`src/hw/rtl/cau_queue.sv`:
```
// ----------------------------------------------------------------------------
// cau_queue
// Two-entry word queue between the front end and the datapath.
// ----------------------------------------------------------------------------
module cau_queue #(
   parameter int WIDTH = 8
) (
   input  logic             clock,
   input  logic             reset,
   input  logic             push,
   input  logic [WIDTH-1:0] push_data,
   input  logic             pop,
   output logic             full,
   output logic             empty,
   output logic [WIDTH-1:0] head
);

   logic [WIDTH-1:0] entry_ff [0:1];
   logic             wr_ptr_ff, wr_ptr_in;
   logic             rd_ptr_ff, rd_ptr_in;
   logic [1:0]       count_ff, count_in;
   logic             do_pop;

   always_comb begin
      full      = (count_ff == 2'd2);
      empty     = (count_ff == 2'd0);
      do_pop    = pop & ~empty;
      wr_ptr_in = wr_ptr_ff ^ push;
      rd_ptr_in = rd_ptr_ff ^ do_pop;
      count_in  = count_ff + {1'b0, push} - {1'b0, do_pop};
      head      = entry_ff[rd_ptr_ff];
   end

   always_ff @(posedge clock) begin
      if (reset) begin
         wr_ptr_ff <= 1'b0;
         rd_ptr_ff <= 1'b0;
         count_ff  <= 2'd0;
      end else begin
         wr_ptr_ff <= wr_ptr_in;
         rd_ptr_ff <= rd_ptr_in;
         count_ff  <= count_in;
      end
   end

   always_ff @(posedge clock) begin
      if (push) begin
         entry_ff[wr_ptr_ff] <= push_data;
      end
   end

endmodule

```
`config.mk`:
```
export PLATFORM = sky130hd
export DESIGN_NAME = cau_queue
export DESIGN_NICKNAME = d
export VERILOG_FILES = /design/src/hw/rtl/cau_queue.sv
export SDC_FILE = /design/constraint.sdc
export NUM_CORES = 1
export LEC_CHECK = 0
export BUFFER_PORTS_ARGS = -buffer_cell sky130_fd_sc_hd__buf_2
export CAP_MARGIN = 20
export CORE_MARGIN = 4
export CORE_UTILIZATION = 50
export CTS_BUF_LIST = sky130_fd_sc_hd__clkbuf_2
export CTS_CLUSTER_DIAMETER = 30
export DETAILED_ROUTE_END_ITERATION = 7
export GPL_TIMING_DRIVEN = 0
export HOLD_SLACK_MARGIN = 0.02
export PLACE_DENSITY = 0.85
export SYNTH_ARGS = -nofsm -noshare
export SYNTH_HDL_FRONTEND = slang
export SYNTH_SLANG_ARGS = --single-unit
```
`constraint.sdc`:
```
create_clock -name clock -period 1.8 [get_ports clock]
set_clock_uncertainty 0.2 [all_clocks]
set_input_delay 0.27 -clock clock [delete_from_list [all_inputs] [get_ports clock]]
set_output_delay 0.27 -clock clock [all_outputs]
set_load 0.02 [all_outputs]
```
==> impl_summary.md <==
Route
After detailed routing, the number of vias per cell comes to 4.917. The pre-antenna-repair detailed-routing pass consisted of 4 iterations. Detailed routing inserted a total of 472 vias. The final wirelength is 1.369 mm. The first routing iteration left 8 violations. The wire length per cell is 14.26 um. The count of nets left with antenna violations after detail routing is 0. In the routed design, unresolved DRC markers number 0.

Global routing
The initial antenna violation count is 0. The number of global-route vias before repair came to 501. The wire length of the first global-routing pass is 1.959 mm. The global route total overflow is 0.

In the global route stage, overall resource usage came out at 0.1292. The largest net degree at the start of global routing is 12.

Cells and area
The leading cell type in the layout, fill and taps excluded is sky130_fd_sc_hd__buf_2. The number of antenna diodes in the final layout is 0. The post-route cell area is 0.001050 mm^2. The utilization after layout is 0.6968. The final cell count without fillers is 96. The fraction of final layout cells sized beyond drive strength 1 is 0.3750.

In the layout the commonest cells are 20 x sky130_fd_sc_hd__buf_2, 16 x sky130_fd_sc_hd__edfxtp_1, 9 x sky130_fd_sc_hd__dlygate4sd3_1. The area growth from synthesis to layout is 31.71%. After the last flow step, the layout net total stands at 97.

Critical path
The highest fanout seen on the critical path is 10. The worst setup path is of the reg -> out kind. The worst setup path is launched from a flop. The category of the worst setup path capture point is an output port. The data arrival time at the worst-slack endpoint is 1.26 ns. The endpoint identified for the worst register-to-register timing path is count_ff[1]. In this run the critical register-to-register path is launched from count_ff[1]. The data required time of the worst path is 1.33 ns. Counting cells, the worst reg-to-reg path comes to 6. Across all register-to-register paths, the minimum setup slack is 0.22 ns.

Placed design
The placed wire-length estimate is 911.3 um. The worst setup timing slack at the placement stage is 0.2332 ns. The number of placed instances, taps included is 83. In this run the tool buffered the top-level ports with 21 buffer cells. Routability-driven placement finished with a final weighted congestion of 0.6260. The instance area at placement is 922.1 um^2.

CTS
Clock tree synthesis selected as its root buffer the cell sky130_fd_sc_hd__clkbuf_2. The clock passes through at most 2 buffers. Clock-pin slew was measured on the worst setup and hold paths at 0.16 ns. After clock tree synthesis, the setup repair step added 0 buffers.

TritonCTS created 3 clock buffers. CTS built an H-tree with a depth of 1. The TritonCTS clock tree is yes. The total clock sinks is 20. The insertion delay to the later sink of the worst-skew pair is 0.28 ns.

Logic synthesis
The mean instance size in the synthesized netlist is 17.33 um^2. The number of nets handed over by synthesis was 62. The sequential fraction of the synthesis area is 0.7033. Counting flops and latches in the post-synthesis netlist gives 20. Yosys printed 0 warnings.

Synthesis handed over a netlist of 46 instances. The cell area after synthesis is 797.0 um^2. The number of different library cells in the post-synthesis netlist is 11.

STA
Dividing the final minimum period by the clock period gives 0.9628. Derived from the worst setup path, the maximum achievable clock frequency is 577.0 MHz. Setup violations remaining at the end of the flow were counted as 0. Setup repair after global routing left no endpoint under its margin. The total count of max-transition violations in the final report is 0. The worst relative slew slack is 0.7528.

For the final routed database, the setup TNS stands at 0 ns. At the pin with the least slew margin, the transition time is 0.3707 ns. Across all setup checks in the final design, the least slack found is 0.06693 ns. The time the final worst path needs with I/O delays and setup is 1.733 ns.

The total count of hold-check failures in the final report is 0.

Floorplan
The number of top-level design ports is 22. From left edge to right edge, the die measures 47.93 um. The die area is 0.002297 mm^2. For this configuration, the core starts out at a cell density of 0.5291.

The total area inside the core boundary comes to 0.001506 mm^2. The vertical die dimension is 47.93 um. The row count is 14.

Power and ir drop
The highest ir drop seen on vdd is 0.0006034 V. The power density normalized to cell area is 1151 mW/mm^2. The reported leakage power is 0.4446 nW.

Worst hold path
The worst hold path class is in -> reg. For hold timing, the worst endpoint is wr_ptr_ff. The startpoint of the lowest-slack hold path is push. The hold-critical path depth is 3.

Run status
The run finished with clean final reports.

Flow run
The number of violations of the max-capacitance limit is 0.
cell families after synthesis:
group / Yosys count / share of synthesized area
mux: 9 / 0.1319
compound gates: 1 / 0.01099
simple gates: 7 / 0.04238
flops: 20 / 0.7033
buf+inv: 4 / 0.02040
xor+xnor: 1 / 0.02826
fa+ha+maj: 4 / 0.06280
metrics by stage:
stage               hold slack, ns  power, mW
finish                     0.07729      1.208
global route               0.06984      1.272
CTS                        0.07180      1.196
detailed placement          0.2640      1.002
global placement            0.2579     0.9843
floorplan                   0.1367     0.8896
power breakdown:
| group | internal [mW] | switching, mW | total [mW] |
|---|---|---|---|
| Clock | 0.0589 | 0.123 | 0.182 |
| Combinational | 0.227 | 0.212 | 0.439 |
| Sequential | 0.557 | 0.0302 | 0.587 |
worst max-delay path by stage:
stage	startpoint	to	slack, ns	cells past startpoint
final	rd_ptr_ff	head[4]	0.07	3
after floorplan	count_ff[1]	count_ff[1]	0.29	6
after detailed placement	count_ff[0]	count_ff[1]	0.23	6
after CTS	rd_ptr_ff	head[1]	0.009	3
after global routing	rd_ptr_ff	head[5]	0.0004	3
after global placement	count_ff[1]	count_ff[1]	0.25	6
final cells by class:
type                            instances  area [um^2]
Sequential cell                        20        561.8
Fill cell                             105        456.7
Multi-Input combinational cell         22        224.0
Timing Repair Buffer                   30        197.7
Clock buffer                            4        20.02
Tap cell                               16        20.02
Buffer                                  1        15.01
Inverter                                3        11.26
Yosys cell counts:
library cell	instances	area, um^2
sky130_fd_sc_hd__edfxtp_1	16	480.5
sky130_fd_sc_hd__mux2_1	8	90.09
sky130_fd_sc_hd__dfxtp_1	4	80.08
sky130_fd_sc_hd__ha_1	4	50.05
sky130_fd_sc_hd__nor2_1	4	15.01
sky130_fd_sc_hd__inv_1	3	11.26
sky130_fd_sc_hd__nor2b_1	3	18.77
sky130_fd_sc_hd__buf_2	1	5.000
sky130_fd_sc_hd__mux2_4	1	15.01
sky130_fd_sc_hd__o21a_2	1	8.760
sky130_fd_sc_hd__xnor3_1	1	22.52
state kept, by name, indices dropped and copies added (netlist names):
signal,flops
count_ff,2
entry_ff,16
rd_ptr_ff,1
wr_ptr_ff,1
per-layer routing:
layer	share of wire	GRT usage
met2	0.60	0.2691
met1	0.36	0.1185
met5	0	0
met3	0.034	0.02256
met4	0	0.04839
repair_timing:
item,4_1_cts,5_1_grt
hold buffers,9,0
endpoints found under the hold margin,19,0
pin swaps,0,0
gates resized for setup,1,5
setup endpoints to repair,8,8
critical path, stage by stage, from the launching register on:
cell	delay, ns
sky130_fd_sc_hd__dfxtp_2	0.36
sky130_fd_sc_hd__buf_8	0.13
sky130_fd_sc_hd__mux2_1	0.33
sky130_fd_sc_hd__buf_2	0.16
(Power assumes the default switching activity.)
