--- src/hw/rtl/cau_pkg.sv ---
// ----------------------------------------------------------------------------
// cau_pkg
// Shared types and constants of the complex arithmetic unit.
// ----------------------------------------------------------------------------
package cau_pkg;

   localparam int DATA_WIDTH_DEF = 32;
   localparam int FRAC_BITS_DEF  = 16;

   typedef enum logic [1:0] {
      CMD_MUL = 2'd0,
      CMD_DIV = 2'd1,
      CMD_ADD = 2'd2,
      CMD_SUB = 2'd3
   } cmd_type;

   typedef enum logic [1:0] {
      ST_OK  = 2'd0,
      ST_DBZ = 2'd1,
      ST_OVF = 2'd2
   } status_type;

   // per-word control decided in the front end
   typedef struct packed {
      cmd_type cmd;
      logic    dbz;
   } ctrl_type;

endpackage

--- src/hw/rtl/cau_front.sv ---
// ----------------------------------------------------------------------------
// cau_front
// Command register: takes a word, decodes it and hands it to the queue.
// ----------------------------------------------------------------------------
module cau_front #(
   parameter int DATA_WIDTH = cau_pkg::DATA_WIDTH_DEF
) (
   input  logic                  clock,
   input  logic                  reset,
   input  logic                  start,
   output logic                  busy,
   input  logic [1:0]            req_cmd,
   input  logic [DATA_WIDTH-1:0] req_a_real,
   input  logic [DATA_WIDTH-1:0] req_a_imag,
   input  logic [DATA_WIDTH-1:0] req_b_real,
   input  logic [DATA_WIDTH-1:0] req_b_imag,
   input  logic                  q_full,
   output logic                  push,
   output cau_pkg::ctrl_type     fe_ctrl,
   output logic [DATA_WIDTH-1:0] fe_a_real,
   output logic [DATA_WIDTH-1:0] fe_a_imag,
   output logic [DATA_WIDTH-1:0] fe_b_real,
   output logic [DATA_WIDTH-1:0] fe_b_imag
);

   logic              valid_ff, valid_in;
   logic              accept;
   cau_pkg::ctrl_type ctrl_ff;
   logic [DATA_WIDTH-1:0] a_real_ff, a_imag_ff, b_real_ff, b_imag_ff;

   always_comb begin
      push     = valid_ff & ~q_full;
      busy     = valid_ff & q_full;
      accept   = start & ~busy;
      valid_in = accept | (valid_ff & ~push);
   end

   always_ff @(posedge clock) begin
      if (reset) begin
         valid_ff <= 1'b0;
      end else begin
         valid_ff <= valid_in;
      end
   end

   always_ff @(posedge clock) begin
      if (accept) begin
         ctrl_ff.cmd <= cau_pkg::cmd_type'(req_cmd);
         ctrl_ff.dbz <= (req_b_real == '0) && (req_b_imag == '0);
         a_real_ff   <= req_a_real;
         a_imag_ff   <= req_a_imag;
         b_real_ff   <= req_b_real;
         b_imag_ff   <= req_b_imag;
      end
   end

   assign fe_ctrl   = ctrl_ff;
   assign fe_a_real = a_real_ff;
   assign fe_a_imag = a_imag_ff;
   assign fe_b_real = b_real_ff;
   assign fe_b_imag = b_imag_ff;

endmodule

--- config.mk ---
export PLATFORM = sky130hd
export DESIGN_NAME = cau_front
export DESIGN_NICKNAME = d
export VERILOG_FILES = /design/src/hw/rtl/cau_pkg.sv /design/src/hw/rtl/cau_front.sv
export SDC_FILE = /design/constraint.sdc
export NUM_CORES = 1
export LEC_CHECK = 0
export ABC_CLOCK_PERIOD_IN_PS = 12200
export BUFFER_PORTS_ARGS = -buffer_cell sky130_fd_sc_hd__buf_2
export CAP_MARGIN = 10
export CORE_MARGIN = 10
export CORE_UTILIZATION = 38
export CTS_BUF_LIST = sky130_fd_sc_hd__clkbuf_4
export DETAILED_ROUTE_END_ITERATION = 8
export MAX_ROUTING_LAYER = met4
export PLACE_DENSITY = 0.73
export SLEW_MARGIN = 10
export SYNTH_ARGS = -nofsm -noshare
export SYNTH_HDL_FRONTEND = slang
export SYNTH_SLANG_ARGS = --single-unit
export TNS_END_PERCENT = 50
--- constraint.sdc ---
create_clock -name clock -period 12.2 [get_ports clock]
set_input_delay 2.44 -clock clock [delete_from_list [all_inputs] [get_ports clock]]
set_output_delay 2.44 -clock clock [all_outputs]
set_load 0.01 [all_outputs]
==> results of run 1 <==
## metrics by stage
stage / total power, mW / cells
final: 0.890 / 595
after global routing: 0.927 / 595
after CTS: 0.902 / 594
after detailed placement: 0.628 / 562
after global placement: 0.624 / 562
after floorplan: 0.576 / 158
## cell type report
class	count	area, um2	area share [%]
Tap cell	136	170	2.87
Antenna cell	1	2.50	0.0423
Sequential cell	132	3950	66.8
Timing Repair Buffer	268	1350	22.7
Clock buffer	17	128	2.16
Clock inverter	15	141	2.39
Multi-Input combinational cell	26	178	3.00
## metal layers
layer | vias to the layer above | GRT usage (%) | part of all wire, %
li1 | 1251 | - | -
met1 | 1296 | 15.8 | 36
met2 | 191 | 25.6 | 51
met3 | 8 | 6.02 | 12
met4 | 0 | 6.69 | 0.74
met5 | - | - | 0
## cells in the mapped netlist
master / count
nor2_1: 2
dfxtp_1: 1
nor4_2: 2
edfxtp_1: 131
and2_1: 1
nor4_1: 15
nand4_1: 4
nor2b_1: 2
## report_power, final
| group | leakage, nW | internal (mW) | switching (mW) |
|---|---|---|---|
| combinational | 1.08 | 0.0328 | 0.0464 |
| clock | 0.130 | 0.118 | 0.156 |
| sequential | 1.28 | 0.530 | 0.00573 |
## flip-flops by register name (all words and copies together) (netlist names)
register and flops:
fe_b_imag 32, fe_ctrl 3, fe_b_real 32, fe_a_real 32, fe_a_imag 32, valid_ff 1
## worst min-delay path, delay by kind of cell, from the launching register on
kind,cells,cell delay [ns]
DFF,1,0.33
and+or+nand+nor,3,0.35
## worst paths after layout
path	start	to	slack (ns)	depth (start not counted)
max	q_full	busy	6.87	3
min	valid_ff	valid_ff	0.71	3
max reg2reg	valid_ff	fe_a_imag[22]	10.49	3
min reg2reg	valid_ff	valid_ff	0.71	3
## kinds of logic after synthesis
logic type	count (synthesis)
flip-flops	132
AND/OR/NAND/NOR	26
## layout by cell type (no fill, tap or decap)
| cell type | synthesis | final |
|---|---|---|
| nor2_1 | 2 | 2 |
| clkinvlp_4 | 0 | 6 |
| edfxtp_1 | 131 | 131 |
| clkinv_2 | 0 | 4 |
| clkbuf_4 | 0 | 17 |
| clkinv_4 | 0 | 1 |
| nor2b_4 | 0 | 1 |
| nand4_1 | 4 | 4 |
| buf_2 | 0 | 266 |
| nor2b_1 | 2 | 1 |
| diode_2 | 0 | 1 |
| buf_4 | 0 | 2 |
| clkinv_1 | 0 | 2 |
| nor4_1 | 15 | 15 |
| dfxtp_1 | 1 | 1 |
| bufinv_16 | 0 | 2 |
| and2_1 | 1 | 1 |
| nor4_2 | 2 | 2 |
==> results.yml, run 1 <==
status:
  status: "finished, final reports clean"
synthesis:
  post_synth_num_cell_types: 8
  synth_top_family_by_area: "simple AND/OR/NAND/NOR gates"
  ys_seq_area_share_pct: 95.9
  post_synth_xor_area_fraction_pct: 0
  synth_top_area_cell: "edfxtp_1"
  synth_adder_area_share_pct: 0
  share_of_synthesized_cell_area_in_and_or_nand_and_nor_gates_pct: 4.13
  post_synthesis_mean_instance_area_um2: 26.1
  netlist_top_cells_area: "edfxtp_1 (95%), nor4_1 (2.3%), nand4_1 (0.61%)"
  post_synth_instance_area_um2: 4120
  yosysWarnings: 0
  synth.area.mux_share_pct: 0
  yosys.area.top_type_share_pct: 95.4
  postSynthNetCount: 292
  synth_compound_gate_area_share_pct: 0
  postSynthCellCount: 158
  synth-seq-cells: 132
critical_path:
  crit_path_start_kind: "input pin"
  crit_required_ns: 9.76
  crit_family: "buffers and inverters"
  crit_path_max_incr_delay_ns: 0.19
  worst_setup_path_end_kind: "primary output"
  critPathArrivalTime_ns: 2.89
  critPathMostFrequentCell: "buf_2"
  criticalPathCategory: "input pin to primary output"
  crit_chain: "buf_2 > and2_1 > buf_2"
  max_fanout_on_critical_path: 3
  critical-path-slowest-cell: "and2_1"
  number_of_buffers_and_inverters_on_the_critical_path: 2
clock_tree:
  tritoncts: "done"
  clock_tree.htree_level_count: 4
  clk_transition_reported_paths_ns: 0.11
  worst_skew_pair.late_latency_ns: 0.49
  cts_resized: 0
  cts_setup_buffers: 0
  cts_hold_buf: 0
  root_buffer: "clkbuf_4"
  cts-buffers-inserted: 17
  cts-root-to-sink-buffers: 2
  clkSinkCount: 132
global_route:
  first_global_vias: 3019
  grt_antenna_before_repair: 1
  overflow: 0
  grt_first_pass_wirelength_um: 16600
  grt_usage_pct: 15.3
  grt_max_degree: 71
die:
  placeableCoreArea_um2: 10500
  floorplan.initialDensity_pct: 39.4
  chipWidth_um: 124
  rows: 37
  die_height_um: 124
  die_area_um2: 15400
  ioPinCount: 267
timing:
  final-setup-viol-count: 0
  final_critical_path_setup_slack_ns: 6.87
  worstMarginPinSlew_ns: 0.858
  finalHoldWorstSlack_ns: 0.711
  grt_setup_unrepaired: "no"
  finalMaxSlewViolations: 0
  fin_worst_skew_ns: 0.00933
  maxClockFrequency_ghz: 0.188
  period_minus_slack_ns: 5.33
  max-slew-margin-rel_pct: 42.8
  report.final.hold_viol_count: 0
  final_min_period_over_clock_period_pct: 43.7
  setup_total_negative_slack_ns: 0
hold_path:
  worstHoldPathType: "register to register"
final_layout:
  filler_cell_count: 880
  final_net_count: 579
  layout-drive-gt1-share_pct: 65.7
  finalInstanceArea_um2: 5920
  area_growth_pct: 43.5
  final_core_utilization_pct: 56.6
detailed_routing:
  routed-via-count: 2746
  drt_pre_antenna_iters: 4
  drtAntennaViolNets: 0
  drt_wl_total_um: 12200
  post-route-drc-count: 0
  vias_per_cell: 4.62
  wl_per_cell_um: 20.6
  first_iter_violations: 211
placement:
  sum_of_net_half_perimeters_after_detailed_placement_um: 9930
  dpl-instance-area_um2: 5650
  gpl.final_weighted_congestion: 0.794
  numPortBuffers: 266
  place_ws_ns: 6.87
pwr:
  pwr_density_cell_nw_per_um2: 150
  p_leak_nw: 2.49
  ir_drop_mv: 0.0672
run:
  drv.max_cap_violation_count: 0
(Power assumes the default switching activity.)
==> inputs of run 2 (changes only) <==
--- a/config.mk
+++ b/config.mk
@@ -5,7 +5,7 @@
 export SDC_FILE = /design/constraint.sdc
 export NUM_CORES = 1
 export LEC_CHECK = 0
-export ABC_CLOCK_PERIOD_IN_PS = 12200
+export ABC_CLOCK_PERIOD_IN_PS = 5200
 export BUFFER_PORTS_ARGS = -buffer_cell sky130_fd_sc_hd__buf_2
 export CAP_MARGIN = 10
 export CORE_MARGIN = 10
==> constraint.sdc (replaced) <==
create_clock -name clock -period 5.2 [get_ports clock]
set_input_delay 1.04 -clock clock [delete_from_list [all_inputs] [get_ports clock]]
set_output_delay 1.04 -clock clock [all_outputs]
set_load 0.01 [all_outputs]
==> run 2 against run 1 <==
Clock skew hardly changed. Via count down 1.1%. First-iteration DRC count rose by 23%. Non-clock buffer count up 1. Sequential share of layout area fell by 0.45 points. Total power grew 140%. Die area unchanged. Clock power increased to 2.5 times the previous value. Flip-flop and latch count unchanged. Sequential power up 140%. Critical path type unchanged.
==> results.yml, run 2 (synthesized netlist as in run 1, its figures left out) <==
status:
  status: "finished, final reports clean"
die:
  die_height_um: 124
  floorplan.initialDensity_pct: 39.4
  die_area_um2: 15400
  placeableCoreArea_um2: 10500
  chipWidth_um: 124
  rows: 37
  ioPinCount: 267
timing:
  worstMarginPinSlew_ns: 0.887
  period_minus_slack_ns: 2.53
  final_min_period_over_clock_period_pct: 48.6
  maxClockFrequency_ghz: 0.396
  max-slew-margin-rel_pct: 40.8
  report.final.hold_viol_count: 0
  fin_worst_skew_ns: 0.00887
  setup_total_negative_slack_ns: 0
  finalMaxSlewViolations: 0
  final_critical_path_setup_slack_ns: 2.67
  grt_setup_unrepaired: "no"
  final-setup-viol-count: 0
critical_path:
  crit_chain: "buf_2 > and2_1 > buf_2"
  reg2reg_setup_slack_ns: 3.21
  number_of_buffers_and_inverters_on_the_critical_path: 2
  crit_family: "buffers and inverters"
  crit_required_ns: 4.16
  critPathArrivalTime_ns: 1.49
  critPathMostFrequentCell: "buf_2"
  critical-path-slowest-cell: "and2_1"
  crit_path_start_kind: "input pin"
  criticalPathCategory: "input pin to primary output"
  setup.worst_path.start: "q_full"
  worst_r2r_endpoint: "fe_a_imag[4]"
  crit_path_max_incr_delay_ns: 0.19
  worst_r2r_path_depth: 3
  r2r_start: "valid_ff"
  worst_setup_path_end_kind: "primary output"
  max_fanout_on_critical_path: 3
placement:
  dpl-instance-area_um2: 5670
  numPortBuffers: 266
  place_ws_ns: 2.32
  gpl.final_weighted_congestion: 0.794
  sum_of_net_half_perimeters_after_detailed_placement_um: 9740
global_route:
  grt_first_pass_wirelength_um: 16600
  first_global_vias: 3048
  grt_max_degree: 58
  overflow: 0
  grt_usage_pct: 15.2
  grt_antenna_before_repair: 0
hold_path:
  worstHoldPathType: "register to register"
  min_delay_worst_endpoint: "valid_ff"
  holdPathStages: 3
  holdCritStartpoint: "valid_ff"
final_layout:
  final_common_cell: "buf_2"
  area_growth_pct: 44.5
  layout-drive-gt1-share_pct: 65.7
  final_core_utilization_pct: 57.0
  final_net_count: 580
  finalInstanceArea_um2: 5960
  num_antenna_cells: 0
  final_cell_mix: "buf_2 (266), edfxtp_1 (131), clkbuf_4 (17)"
clock_tree:
  cts_hold_buf: 0
  clk_transition_reported_paths_ns: 0.11
  clock_tree.htree_level_count: 4
  clkSinkCount: 132
  root_buffer: "clkbuf_4"
  cts_setup_buffers: 0
  cts_resized: 0
  cts-root-to-sink-buffers: 2
  cts-buffers-inserted: 17
  worst_skew_pair.late_latency_ns: 0.50
  tritoncts: "done"
detailed_routing:
  highest_metal_layer_used_by_the_detailed_router: "met4"
  detailroute.wirelength.met3_um: 1530
  vias_per_cell: 4.57
  wirelength_met1_um: 4210
  first_iter_violations: 260
  drtAntennaViolNets: 0
  drt_wl_total_um: 12000
  wl_per_cell_um: 20.2
  drt_pre_antenna_iters: 4
  routed-via-count: 2716
  post-route-drc-count: 0
  met2_wirelength_um: 6050
pwr:
  ir_drop_mv: 0.229
  pwr_density_cell_nw_per_um2: 359
  design_power_total_mw: 2.14
  p_leak_nw: 2.51
run:
  drv.max_cap_violation_count: 0
run 2: cell types whose count changed in the layout (fill, tap and decap cells not counted):
| cell | before | now |
|---|---|---|
| clkinv_4 | 1 | 3 |
| diode_2 | 1 | 0 |
| bufinv_16 | 2 | 3 |
| clkinvlp_4 | 6 | 4 |
| buf_12 | 0 | 1 |
| clkinv_2 | 4 | 2 |
run 2: worst max path at each step:
stage | to | slack, ns | cells after the start
after global placement | fe_b_real[21] | 2.39 | 4
after detailed placement | fe_a_real[18] | 2.32 | 4
after floorplan | fe_a_imag[0] | 0.08 | 2
final | busy | 2.67 | 3
after global routing | busy | 2.66 | 3
after CTS | busy | 2.67 | 3
run 2: metal layers:
metal  vias up  GRT usage (%)
met5         -              -
met4         0           5.90
met3        17           7.38
met2       185           24.1
met1      1270           16.0
li1       1244              -
run 2: through the flow:
stage	hold WS, ns	std cells
floorplan	0.640	158
global placement	0.638	563
detailed placement	0.651	563
CTS	0.619	594
global route	0.602	594
finish	0.664	594
run 2: area by class of cell:
class	count	area [um2]
clock buffers	17	128
clock inverters	14	164
fillers	870	4500
multi-input cells	26	178
flip-flops and latches	132	3950
well taps	136	170
repair buffers	269	1370
run 2: power breakdown:
| part | switching, mW | leakage, nW | internal [mW] |
|---|---|---|---|
| sequential | 0.0137 | 1.28 | 1.24 |
| combinational | 0.108 | 1.09 | 0.0791 |
| clock | 0.368 | 0.145 | 0.327 |
run 2: tightest hold or removal path: cells and delay by family, from the launching register on:
kind	cells	cell delay, ns
flops	1	0.32
simple gates	3	0.31
